--- src/rtl/core/sfr_pkg.sv ---
`default_nettype none

package sfr_pkg;

    localparam int MAX_PATTERN_BYTES_DEF = 8;
    localparam int QUEUE_DEPTH           = 4;
    localparam int COUNT_W               = 16;
    localparam int REPL_MAX              = 8;

    localparam int COLOR_ON_LEN  = 5;
    localparam int COLOR_OFF_LEN = 4;
    localparam logic [2:0] COLOR_ON_LAST  = 3'(COLOR_ON_LEN - 1);
    localparam logic [2:0] COLOR_OFF_LAST = 3'(COLOR_OFF_LEN - 1);

    typedef enum logic [2:0] {
        REG_PATTERN_LENGTH     = 3'd0,
        REG_PATTERN_BYTES      = 3'd1,
        REG_REPLACEMENT_LENGTH = 3'd2,
        REG_REPLACEMENT_BYTES  = 3'd3,
        REG_HIGHLIGHT_ENABLE   = 3'd4
    } sfr_reg_index_t;

    typedef enum logic [1:0] {
        K_BYTE  = 2'd0,
        K_REPL  = 2'd1,
        K_EMPTY = 2'd2
    } sfr_kind_t;

    typedef struct packed {
        logic [3:0]  pattern_length;
        logic [63:0] pattern_bytes;
        logic [3:0]  replacement_length;
        logic [63:0] replacement_bytes;
        logic        highlight_enable;
    } sfr_cfg_t;

    typedef struct packed {
        sfr_kind_t          kind;
        logic [7:0]         data;
        logic               last;
        logic [COUNT_W-1:0] count;
    } sfr_entry_t;

    function automatic logic [7:0] color_on_byte(input logic [2:0] i);
        logic [7:0] b;
        unique case (i)
            3'd0:    b = 8'h1B;
            3'd1:    b = 8'h5B;
            3'd2:    b = 8'h33;
            3'd3:    b = 8'h33;
            3'd4:    b = 8'h6D;
            default: b = 8'h00;
        endcase
        return b;
    endfunction

    function automatic logic [7:0] color_off_byte(input logic [1:0] i);
        logic [7:0] b;
        unique case (i)
            2'd0:    b = 8'h1B;
            2'd1:    b = 8'h5B;
            2'd2:    b = 8'h30;
            default: b = 8'h6D;
        endcase
        return b;
    endfunction

endpackage

`default_nettype wire

--- src/rtl/core/stream_find_replace_core.sv ---
// path: a beat is accepted, classified, queued, then loaded into the output register
// front steps per beat: accept, classify, push each released byte and any replacement or
// empty entry, stalling while the queue is full, then close; the next beat waits for it
// a replacement burst of up to 17 bytes drains at one byte a cycle while the output is not
// stalled, behind a 4-entry queue; reset: synchronous, active low; clears control state and
// sets registers to reset values, window contents stay undefined until written
`default_nettype none

module stream_find_replace_core #(
    parameter int MAX_PATTERN_BYTES = sfr_pkg::MAX_PATTERN_BYTES_DEF
) (
    input  wire         aclk,
    input  wire         aresetn,
    input  wire         cfg_valid,
    output logic        cfg_ready,
    input  wire  [2:0]  cfg_index,
    input  wire  [63:0] cfg_data,
    input  wire         s_tvalid,
    output logic        s_tready,
    input  wire  [7:0]  s_tdata,   // text_byte
    input  wire         s_tlast,
    output logic        m_tvalid,
    input  wire         m_tready,
    output logic [23:0] m_tdata,   // out_byte, occurrence_count
    output logic        m_tuser,   // byte_present
    output logic        m_tlast
);
    import sfr_pkg::*;

    logic [3:0]  plen_reg;
    logic [63:0] pat_reg;
    logic [3:0]  rlen_reg;
    logic [63:0] repl_reg;
    logic        hl_reg;
    sfr_cfg_t    cfg;

    logic        push_valid, push_ready;
    sfr_entry_t  push_entry;
    logic        pop_valid, pop_ready;
    sfr_entry_t  pop_entry;

    assign cfg_ready = 1'b1;

    always_ff @(posedge aclk) begin
        if (!aresetn) begin
            plen_reg <= 4'd1;
            pat_reg  <= '0;
            rlen_reg <= '0;
            repl_reg <= '0;
            hl_reg   <= 1'b0;
        end else if (cfg_valid && cfg_ready) begin
            unique case (cfg_index)
                REG_PATTERN_LENGTH:     plen_reg <= cfg_data[3:0];
                REG_PATTERN_BYTES:      pat_reg  <= cfg_data;
                REG_REPLACEMENT_LENGTH: rlen_reg <= cfg_data[3:0];
                REG_REPLACEMENT_BYTES:  repl_reg <= cfg_data;
                REG_HIGHLIGHT_ENABLE:   hl_reg   <= cfg_data[0];
                default: ;
            endcase
        end
    end

    // replacement length clamped to eight bytes
    always_comb begin
        cfg.pattern_length     = plen_reg;
        cfg.pattern_bytes      = pat_reg;
        cfg.replacement_length = (int'(rlen_reg) > REPL_MAX) ? 4'(REPL_MAX) : rlen_reg;
        cfg.replacement_bytes  = repl_reg;
        cfg.highlight_enable   = hl_reg;
    end

    sfr_front #(
        .DEPTH (MAX_PATTERN_BYTES)
    ) u_front (
        .aclk       (aclk),
        .aresetn    (aresetn),
        .cfg        (cfg),
        .s_tvalid   (s_tvalid),
        .s_tready   (s_tready),
        .s_tdata    (s_tdata),
        .s_tlast    (s_tlast),
        .push_valid (push_valid),
        .push_entry (push_entry),
        .push_ready (push_ready)
    );

    sfr_queue u_queue (
        .aclk       (aclk),
        .aresetn    (aresetn),
        .push_valid (push_valid),
        .push_entry (push_entry),
        .push_ready (push_ready),
        .pop_valid  (pop_valid),
        .pop_entry  (pop_entry),
        .pop_ready  (pop_ready)
    );

    sfr_back u_back (
        .aclk      (aclk),
        .aresetn   (aresetn),
        .cfg       (cfg),
        .pop_valid (pop_valid),
        .pop_entry (pop_entry),
        .pop_ready (pop_ready),
        .m_tvalid  (m_tvalid),
        .m_tready  (m_tready),
        .m_tdata   (m_tdata),
        .m_tuser   (m_tuser),
        .m_tlast   (m_tlast)
    );

endmodule

`default_nettype wire

--- src/rtl/core/sfr_queue.sv ---
`default_nettype none

module sfr_queue (
    input  wire                 aclk,
    input  wire                 aresetn,
    input  wire                 push_valid,
    input  sfr_pkg::sfr_entry_t push_entry,
    output logic                push_ready,
    output logic                pop_valid,
    output sfr_pkg::sfr_entry_t pop_entry,
    input  wire                 pop_ready
);
    import sfr_pkg::*;

    localparam int PTR_W = (QUEUE_DEPTH > 1) ? $clog2(QUEUE_DEPTH) : 1;
    localparam int LVL_W = $clog2(QUEUE_DEPTH + 1);
    localparam logic [PTR_W-1:0] PTR_LAST = PTR_W'(QUEUE_DEPTH - 1);

    sfr_entry_t        slot_reg [QUEUE_DEPTH];
    logic [PTR_W-1:0]  wr_ptr_reg, wr_ptr_next;
    logic [PTR_W-1:0]  rd_ptr_reg, rd_ptr_next;
    logic [LVL_W-1:0]  level_reg, level_next;
    logic              do_push, do_pop;

    assign push_ready = (level_reg != LVL_W'(QUEUE_DEPTH));
    assign pop_valid  = (level_reg != '0);
    assign pop_entry  = slot_reg[rd_ptr_reg];
    assign do_push    = push_valid && push_ready;
    assign do_pop     = pop_valid && pop_ready;

    always_comb begin
        wr_ptr_next = wr_ptr_reg;
        rd_ptr_next = rd_ptr_reg;
        level_next  = level_reg;
        if (do_push) begin
            wr_ptr_next = (wr_ptr_reg == PTR_LAST) ? '0 : wr_ptr_reg + PTR_W'(1);
        end
        if (do_pop) begin
            rd_ptr_next = (rd_ptr_reg == PTR_LAST) ? '0 : rd_ptr_reg + PTR_W'(1);
        end
        if (do_push && !do_pop) begin
            level_next = level_reg + LVL_W'(1);
        end else if (do_pop && !do_push) begin
            level_next = level_reg - LVL_W'(1);
        end
    end

    always_ff @(posedge aclk) begin
        if (!aresetn) begin
            wr_ptr_reg <= '0;
            rd_ptr_reg <= '0;
            level_reg  <= '0;
        end else begin
            wr_ptr_reg <= wr_ptr_next;
            rd_ptr_reg <= rd_ptr_next;
            level_reg  <= level_next;
        end
    end

    always_ff @(posedge aclk) begin
        if (do_push) begin
            slot_reg[wr_ptr_reg] <= push_entry;
        end
    end

endmodule

`default_nettype wire

--- src/rtl/core/sfr_front.sv ---
`default_nettype none

module sfr_front #(
    parameter int DEPTH = sfr_pkg::MAX_PATTERN_BYTES_DEF
) (
    input  wire                 aclk,
    input  wire                 aresetn,
    input  sfr_pkg::sfr_cfg_t   cfg,
    input  wire                 s_tvalid,
    output logic                s_tready,
    input  wire  [7:0]          s_tdata,
    input  wire                 s_tlast,
    output logic                push_valid,
    output sfr_pkg::sfr_entry_t push_entry,
    input  wire                 push_ready
);
    import sfr_pkg::*;

    localparam int CNT_W = $clog2(DEPTH + 1);
    localparam int IDX_W = (DEPTH > 1) ? $clog2(DEPTH) : 1;

    typedef enum logic [1:0] {
        F_IDLE,
        F_CLASS,
        F_EMIT
    } front_state_t;

    front_state_t       state_reg, state_next;
    logic [7:0]         win_reg [DEPTH];
    logic [CNT_W-1:0]   cnt_reg, cnt_next;
    logic               last_reg, last_next;
    logic               matched_reg, matched_next;
    logic [CNT_W-1:0]   sel_reg, sel_next;
    logic [CNT_W-1:0]   end_reg, end_next;
    logic [CNT_W-1:0]   ptr_reg, ptr_next;
    logic               repl_pend_reg, repl_pend_next;
    logic               empty_pend_reg, empty_pend_next;
    logic [COUNT_W-1:0] total_reg, total_next;
    logic [COUNT_W-1:0] step_total_reg, step_total_next;

    logic [CNT_W-1:0]   plen;
    logic               repl_empty;
    logic [CNT_W-1:0]   sel_c;
    logic               match_c;
    logic [CNT_W-1:0]   end_c;
    logic               accept;
    logic               shift_en;

    // effective pattern length: zero counts as one, clamped to the window
    always_comb begin
        if (cfg.pattern_length == 4'd0) begin
            plen = CNT_W'(1);
        end else if (int'(cfg.pattern_length) > DEPTH) begin
            plen = CNT_W'(DEPTH);
        end else begin
            plen = CNT_W'(cfg.pattern_length);
        end
    end

    assign repl_empty = (cfg.replacement_length == 4'd0) && !cfg.highlight_enable;

    // first shift whose tail is a prefix of the pattern
    always_comb begin
        int  len;
        logic agree;
        sel_c   = cnt_reg;
        match_c = 1'b0;
        for (int s = DEPTH - 1; s >= 0; s--) begin
            len   = int'(cnt_reg) - s;
            agree = 1'b1;
            for (int i = 0; i < DEPTH - s; i++) begin
                if ((i < len) && (win_reg[s + i] != cfg.pattern_bytes[8 * i +: 8])) begin
                    agree = 1'b0;
                end
            end
            if ((len > 0) && agree && (len <= int'(plen))) begin
                sel_c   = CNT_W'(s);
                match_c = (len == int'(plen));
            end
        end
    end

    assign end_c    = (last_reg && !match_c) ? cnt_reg : sel_c;
    assign s_tready = (state_reg == F_IDLE);
    assign accept   = s_tvalid && s_tready;

    always_comb begin
        state_next      = state_reg;
        cnt_next        = cnt_reg;
        last_next       = last_reg;
        matched_next    = matched_reg;
        sel_next        = sel_reg;
        end_next        = end_reg;
        ptr_next        = ptr_reg;
        repl_pend_next  = repl_pend_reg;
        empty_pend_next = empty_pend_reg;
        total_next      = total_reg;
        step_total_next = step_total_reg;
        shift_en        = 1'b0;
        push_valid      = 1'b0;
        push_entry      = '{kind: K_BYTE, data: win_reg[ptr_reg[IDX_W-1:0]],
                            last: 1'b0, count: step_total_reg};
        unique case (state_reg)
            F_IDLE: begin
                if (accept) begin
                    cnt_next   = cnt_reg + CNT_W'(1);
                    last_next  = s_tlast;
                    state_next = F_CLASS;
                end
            end
            F_CLASS: begin
                sel_next        = sel_c;
                matched_next    = match_c;
                end_next        = end_c;
                ptr_next        = '0;
                repl_pend_next  = match_c && !repl_empty;
                empty_pend_next = last_reg && (end_c == '0) && !(match_c && !repl_empty);
                step_total_next = (match_c && (total_reg != '1)) ?
                                  total_reg + COUNT_W'(1) : total_reg;
                state_next      = F_EMIT;
            end
            F_EMIT: begin
                if (ptr_reg < end_reg) begin
                    push_valid      = 1'b1;
                    push_entry.last = last_reg && !repl_pend_reg &&
                                      ((ptr_reg + CNT_W'(1)) == end_reg);
                    if (push_ready) begin
                        ptr_next = ptr_reg + CNT_W'(1);
                    end
                end else if (repl_pend_reg) begin
                    push_valid      = 1'b1;
                    push_entry.kind = K_REPL;
                    push_entry.last = last_reg;
                    if (push_ready) begin
                        repl_pend_next = 1'b0;
                    end
                end else if (empty_pend_reg) begin
                    push_valid      = 1'b1;
                    push_entry.kind = K_EMPTY;
                    push_entry.data = 8'h00;
                    push_entry.last = 1'b1;
                    if (push_ready) begin
                        empty_pend_next = 1'b0;
                    end
                end else begin
                    total_next = last_reg ? '0 : step_total_reg;
                    cnt_next   = (matched_reg || last_reg) ? '0 : cnt_reg - sel_reg;
                    shift_en   = !(matched_reg || last_reg);
                    state_next = F_IDLE;
                end
            end
            default: begin
                state_next = F_IDLE;
            end
        endcase
    end

    always_ff @(posedge aclk) begin
        if (!aresetn) begin
            state_reg      <= F_IDLE;
            cnt_reg        <= '0;
            last_reg       <= 1'b0;
            matched_reg    <= 1'b0;
            sel_reg        <= '0;
            end_reg        <= '0;
            ptr_reg        <= '0;
            repl_pend_reg  <= 1'b0;
            empty_pend_reg <= 1'b0;
            total_reg      <= '0;
            step_total_reg <= '0;
        end else begin
            state_reg      <= state_next;
            cnt_reg        <= cnt_next;
            last_reg       <= last_next;
            matched_reg    <= matched_next;
            sel_reg        <= sel_next;
            end_reg        <= end_next;
            ptr_reg        <= ptr_next;
            repl_pend_reg  <= repl_pend_next;
            empty_pend_reg <= empty_pend_next;
            total_reg      <= total_next;
            step_total_reg <= step_total_next;
        end
    end

    // window: append on accept, drop released bytes at the end of the beat
    always_ff @(posedge aclk) begin
        if (accept) begin
            win_reg[cnt_reg[IDX_W-1:0]] <= s_tdata;
        end else if (shift_en) begin
            for (int i = 0; i < DEPTH; i++) begin
                for (int k = 1; k < DEPTH - i; k++) begin
                    if (sel_reg == CNT_W'(k)) begin
                        win_reg[i] <= win_reg[i + k];
                    end
                end
            end
        end
    end

`ifndef SYNTHESIS
    assert property (@(posedge aclk) disable iff (!aresetn)
        (state_reg == F_IDLE) |-> (int'(cnt_reg) < DEPTH))
        else $error("window full while waiting for a beat");

    assert property (@(posedge aclk) disable iff (!aresetn)
        (state_reg == F_CLASS) |=> (state_reg == F_EMIT))
        else $error("classification did not move to emission");

    assert property (@(posedge aclk) disable iff (!aresetn)
        (push_valid && !push_ready) |=> (push_valid && $stable(push_entry)))
        else $error("stalled queue entry changed");

    assert property (@(posedge aclk) disable iff (!aresetn)
        (state_reg == F_EMIT) |-> ((end_reg <= cnt_reg) && (sel_reg <= cnt_reg)))
        else $error("release range beyond window fill");
`endif

endmodule

`default_nettype wire

--- src/rtl/core/sfr_back.sv ---
`default_nettype none

module sfr_back (
    input  wire                 aclk,
    input  wire                 aresetn,
    input  sfr_pkg::sfr_cfg_t   cfg,
    input  wire                 pop_valid,
    input  sfr_pkg::sfr_entry_t pop_entry,
    output logic                pop_ready,
    output logic                m_tvalid,
    input  wire                 m_tready,
    output logic [23:0]         m_tdata,
    output logic                m_tuser,
    output logic                m_tlast
);
    import sfr_pkg::*;

    typedef enum logic [1:0] {
        B_IDLE,
        B_ON,
        B_REP,
        B_OFF
    } back_state_t;

    back_state_t        state_reg, state_next;
    logic [2:0]         idx_reg, idx_next;
    logic               seq_last_reg, seq_last_next;
    logic [COUNT_W-1:0] seq_count_reg, seq_count_next;
    logic               valid_reg, valid_next;
    logic [7:0]         byte_reg, byte_next;
    logic               present_reg, present_next;
    logic               olast_reg, olast_next;
    logic [COUNT_W-1:0] count_reg, count_next;

    logic               out_load;
    logic               emit;
    logic               emit_final;
    logic [7:0]         emit_byte;

    assign out_load  = !valid_reg || m_tready;
    assign pop_ready = (state_reg == B_IDLE) && out_load;

    always_comb begin
        state_next     = state_reg;
        idx_next       = idx_reg;
        seq_last_next  = seq_last_reg;
        seq_count_next = seq_count_reg;
        valid_next     = valid_reg && !m_tready;
        byte_next      = byte_reg;
        present_next   = present_reg;
        olast_next     = olast_reg;
        count_next     = count_reg;
        emit           = 1'b0;
        emit_final     = 1'b0;
        emit_byte      = 8'h00;
        unique case (state_reg)
            B_IDLE: begin
                if (pop_valid && out_load) begin
                    if (pop_entry.kind == K_REPL) begin
                        seq_last_next  = pop_entry.last;
                        seq_count_next = pop_entry.count;
                        idx_next       = '0;
                        state_next     = cfg.highlight_enable ? B_ON : B_REP;
                    end else begin
                        valid_next   = 1'b1;
                        byte_next    = pop_entry.data;
                        present_next = (pop_entry.kind == K_BYTE);
                        olast_next   = pop_entry.last;
                        count_next   = pop_entry.count;
                    end
                end
            end
            B_ON: begin
                emit_byte = color_on_byte(idx_reg);
                if (out_load) begin
                    emit = 1'b1;
                    if (idx_reg == COLOR_ON_LAST) begin
                        idx_next   = '0;
                        state_next = (cfg.replacement_length != 4'd0) ? B_REP : B_OFF;
                    end else begin
                        idx_next = idx_reg + 3'd1;
                    end
                end
            end
            B_REP: begin
                emit_byte = cfg.replacement_bytes[{idx_reg, 3'b000} +: 8];
                if (out_load) begin
                    emit = 1'b1;
                    if ((4'(idx_reg) + 4'd1) == cfg.replacement_length) begin
                        idx_next = '0;
                        if (cfg.highlight_enable) begin
                            state_next = B_OFF;
                        end else begin
                            emit_final = 1'b1;
                            state_next = B_IDLE;
                        end
                    end else begin
                        idx_next = idx_reg + 3'd1;
                    end
                end
            end
            B_OFF: begin
                emit_byte = color_off_byte(idx_reg[1:0]);
                if (out_load) begin
                    emit = 1'b1;
                    if (idx_reg == COLOR_OFF_LAST) begin
                        emit_final = 1'b1;
                        idx_next   = '0;
                        state_next = B_IDLE;
                    end else begin
                        idx_next = idx_reg + 3'd1;
                    end
                end
            end
            default: begin
                state_next = B_IDLE;
            end
        endcase
        if (emit) begin
            valid_next   = 1'b1;
            byte_next    = emit_byte;
            present_next = 1'b1;
            olast_next   = seq_last_reg && emit_final;
            count_next   = seq_count_reg;
        end
    end

    always_ff @(posedge aclk) begin
        if (!aresetn) begin
            state_reg    <= B_IDLE;
            idx_reg      <= '0;
            seq_last_reg <= 1'b0;
            valid_reg    <= 1'b0;
        end else begin
            state_reg    <= state_next;
            idx_reg      <= idx_next;
            seq_last_reg <= seq_last_next;
            valid_reg    <= valid_next;
        end
        seq_count_reg <= seq_count_next;
        byte_reg      <= byte_next;
        present_reg   <= present_next;
        olast_reg     <= olast_next;
        count_reg     <= count_next;
    end

    assign m_tvalid = valid_reg;
    assign m_tdata  = {count_reg, byte_reg};
    assign m_tuser  = present_reg;
    assign m_tlast  = olast_reg;

endmodule

`default_nettype wire
--- config.mk ---
export PLATFORM = sky130hd
export DESIGN_NAME = stream_find_replace_core
export DESIGN_NICKNAME = d
export VERILOG_FILES = /design/src/rtl/core/sfr_pkg.sv /design/src/rtl/core/stream_find_replace_core.sv /design/src/rtl/core/sfr_queue.sv /design/src/rtl/core/sfr_front.sv /design/src/rtl/core/sfr_back.sv
export SDC_FILE = /design/constraint.sdc
export NUM_CORES = 1
export LEC_CHECK = 0
export BUFFER_PORTS_ARGS = -buffer_cell sky130_fd_sc_hd__buf_2
export CORE_UTILIZATION = 45
export CTS_BUF_LIST = sky130_fd_sc_hd__clkbuf_4 sky130_fd_sc_hd__clkbuf_8 sky130_fd_sc_hd__clkbuf_16
export DETAILED_ROUTE_END_ITERATION = 10
export PLACE_DENSITY = 0.7
export SETUP_SLACK_MARGIN = 0.15
export SLEW_MARGIN = 15
export SYNTH_ARGS = -nofsm -noshare
export SYNTH_HDL_FRONTEND = slang
export SYNTH_SLANG_ARGS = --single-unit
--- constraint.sdc ---
create_clock -name aclk -period 5.7 [get_ports aclk]
set_clock_uncertainty 0.2 [all_clocks]
set_input_delay 0.57 -clock aclk [delete_from_list [all_inputs] [get_ports aclk]]
set_output_delay 0.57 -clock aclk [all_outputs]
set_load 0.03 [all_outputs]
==> flow_metrics.env <==
export IMPL_path_max_fanout=11
export IMPL_async_reset_ff_share_pct=0
export IMPL_postLayoutCoreUtil_pct=50.1
export IMPL_wl_met2_mm=35.4
export IMPL_worstPathCellList="inv_1 > ha_1 > inv_1 > or3_1 > nor3b_2 > o2111ai_2 > inv_1 > nand2_1 > nor2_1 > nor3_1 > o21ai_1"
export IMPL_num_vias=20800
export IMPL_clk_pin_slew_ns=0.06
export IMPL_period_minus_slack_ns=4.52
export IMPL_timing_rr_end="u_front.win_reg[1][1]"
export IMPL_grt_setup_unrepaired="no"
export IMPL_hold_viol=0
export IMPL_min_from="cfg_data[32]"
export IMPL_first_pass_iters=6
export IMPL_dieArea_sq_um=56200
export IMPL_yosysWarningCount=0
export IMPL_r2r_cells=11
export IMPL_post_cts_buffers=0
export IMPL_fmax_mhz=221
export IMPL_min_to="pat_reg[32]"
export IMPL_final_common_cell="nand2_1"
export IMPL_cp_num_buf_inv=3
export IMPL_setup_viol_count_final=0
export IMPL_slowest_delay_ns=0.49
export IMPL_cts_buffer_depth=3
export IMPL_grt_use_total_pct=28.5
export IMPL_pin_count=110
export IMPL_synth_edf_count=213
export IMPL_holdWs_ns=0.0361
export IMPL_synth_seq_cells=424
export IMPL_antenna_left=0
export IMPL_synth_distinct_cells=90
export IMPL_r2r_slack_ns=1.18
export IMPL_wire_per_inst_um=24.3
export IMPL_syn_area_sq_um=24900
export IMPL_post_route_period_util_pct=79.3
export IMPL_nFillCells=4902
export IMPL_rows=85
export IMPL_critPathMostFrequentCell="inv_1"
export IMPL_end_kind="flop"
export IMPL_crit_family="simple AND/OR/NAND/NOR gates"
export IMPL_die_w_um=237
export IMPL_largest_reg_flops=108
export IMPL_cts_root_buf="clkbuf_16"
export IMPL_syn2layout_area_growth_pct=9.33
export IMPL_clk_latency_ns=0.59
export IMPL_route_detailed_drc=0
export IMPL_start_util_pct=45.8
export IMPL_coreArea_sq_um=54200
export IMPL_place_hpwl_mm=56.8
export IMPL_grt_overflow_total=0
export IMPL_cts_tree="done"
export IMPL_final_cell_mix="nand2_1, a21oi_1, edfxtp_1, dfxtp_1, xor2_1"
export IMPL_fin_tns_setup_ns=0
export IMPL_cp_start_kind="flop"
export IMPL_fin_nets=2739
export IMPL_syn_area_per_cell_sq_um=9.43
export IMPL_synth_ff_type="edfxtp_1"
export IMPL_die_y_um=237
export IMPL_slowest_stage="o21ai_1"
export IMPL_routed_top_layer="met4"
export IMPL_drive_above_1_share_pct=13.4
export IMPL_max_slew_margin_rel_pct=20.0
export IMPL_met3_length_mm=7.98
export IMPL_rr_startpoint="u_front.state_reg[0]"
export IMPL_worstPathRequired_ns=5.72
export IMPL_cts_resized=0
export IMPL_yosysSeqAreaShare_pct=42.7
export IMPL_first_global_vias=20100
export IMPL_worstMarginPinSlew_ns=1.20
export IMPL_syn_num_nets=2780
export IMPL_cts_max_level=2
export IMPL_drv_cap=0
export IMPL_irDropWorstVdd_uv=254
export IMPL_status="finished clean"
export IMPL_totalWireLength_mm=80.9
export IMPL_power_density_nw_per_um2=329
export IMPL_gp_congestion=1.03
export IMPL_worst_ep_arrival_time_ns=4.54
export IMPL_cts_buffers=47
export IMPL_ctsHoldBuffers=0
export IMPL_cts_sinks=424
export IMPL_synthCells=2636
export IMPL_crit_type="reg2reg"
export IMPL_wl_met1_mm=33.4
export IMPL_hold_depth=3
export IMPL_grt_pass1_wl_mm=122
export IMPL_leakagePower_nw=9.54
export IMPL_drv_slew=0
export IMPL_crit_start="u_front.state_reg[0]"
export IMPL_hold_path_class="in2reg"
export IMPL_portBuffers=108
export IMPL_drtIter0Drc=2424
export IMPL_grt_max_degree=75
export IMPL_grt_antenna_before_repair=3
export IMPL_via_per_inst=6.25
-- worst max path at each step --
stage,cells past startpoint,endpoint,slack (ns)
floorplan,16,u_front.step_total_reg[13],1.71
global placement,13,u_front.step_total_reg[13],1.51
detailed placement,11,u_front.win_reg[1][1],1.30
CTS,11,u_front.win_reg[1][7],1.27
global route,12,u_front.win_reg[0][3],0.99
finish,11,u_front.win_reg[1][1],1.18
-- synthesized netlist by cell type (26+ instances only) --
cell type,instances,area share [%]
clkbuf_1,144,2.2
or3_1,26,0.65
mux2i_1,62,2.5
buf_2,76,1.5
xnor2_1,140,4.9
mux4_2,59,5.3
o22ai_1,42,1.1
nor4_1,47,1.2
inv_1,52,0.79
nor3_1,27,0.54
edfxtp_1,213,26
xor2_1,167,5.9
nand4_1,37,0.93
a21oi_1,261,5.3
nand2_1,405,6.1
nand3_1,42,0.85
o21ai_0,98,2.0
ha_1,61,3.1
nor2_1,160,2.4
dfxtp_1,211,17
-- layout make-up --
class	count	area, sq um	share of cell area [%]
timing repair buffer	160	931	3.43
tap	696	871	3.21
inverter	56	213	0.783
sequential	424	10600	39.1
antenna	3	7.51	0.0276
clock buffer	59	1310	4.82
multi-input combinational	1906	12900	47.5
clock inverter	26	294	1.08
-- metrics by stage --
step	std cells	cell area, sq um	total power [mW]	setup WS (ns)
after global placement	3242	25600	5.83	1.51
after detailed placement	3242	25600	5.86	1.30
after global routing	3330	27200	9.30	0.995
after CTS	3327	27200	8.95	1.27
final	3330	27200	8.93	1.18
after floorplan	2636	24900	5.25	1.71
-- cells by family after synthesis --
logic type / share of synthesized area, %
compound gates: 13.7
fa+ha+maj: 3.23
simple gates: 15.3
buf+inv: 5.36
other cells: 0.0151
mux: 8.71
flops: 42.7
xor+xnor: 11.0
-- worst reg2reg max path: cells and delay by family, from the launching register on --
| family | cells | cell delay, ns |
|---|---|---|
| compound gates | 2 | 0.87 |
| fa+ha+maj | 1 | 0.42 |
| buf+inv | 3 | 0.59 |
| flops | 1 | 0.32 |
| simple gates | 5 | 1.75 |
-- report_power, final --
part / internal (mW) / total (mW) / leakage, nW / switching, mW
clock network: 1.79 / 3.10 / 0.776 / 1.31
registers: 3.55 / 3.78 / 3.66 / 0.231
logic: 0.747 / 2.05 / 5.10 / 1.30
-- layer usage --
metal,global-route usage [%],up-vias
met5,0,-
met4,14.4,0
met3,5.28,274
met2,42.7,1192
met1,39.3,10100
li1,-,9252
(Power assumes the default switching activity.)
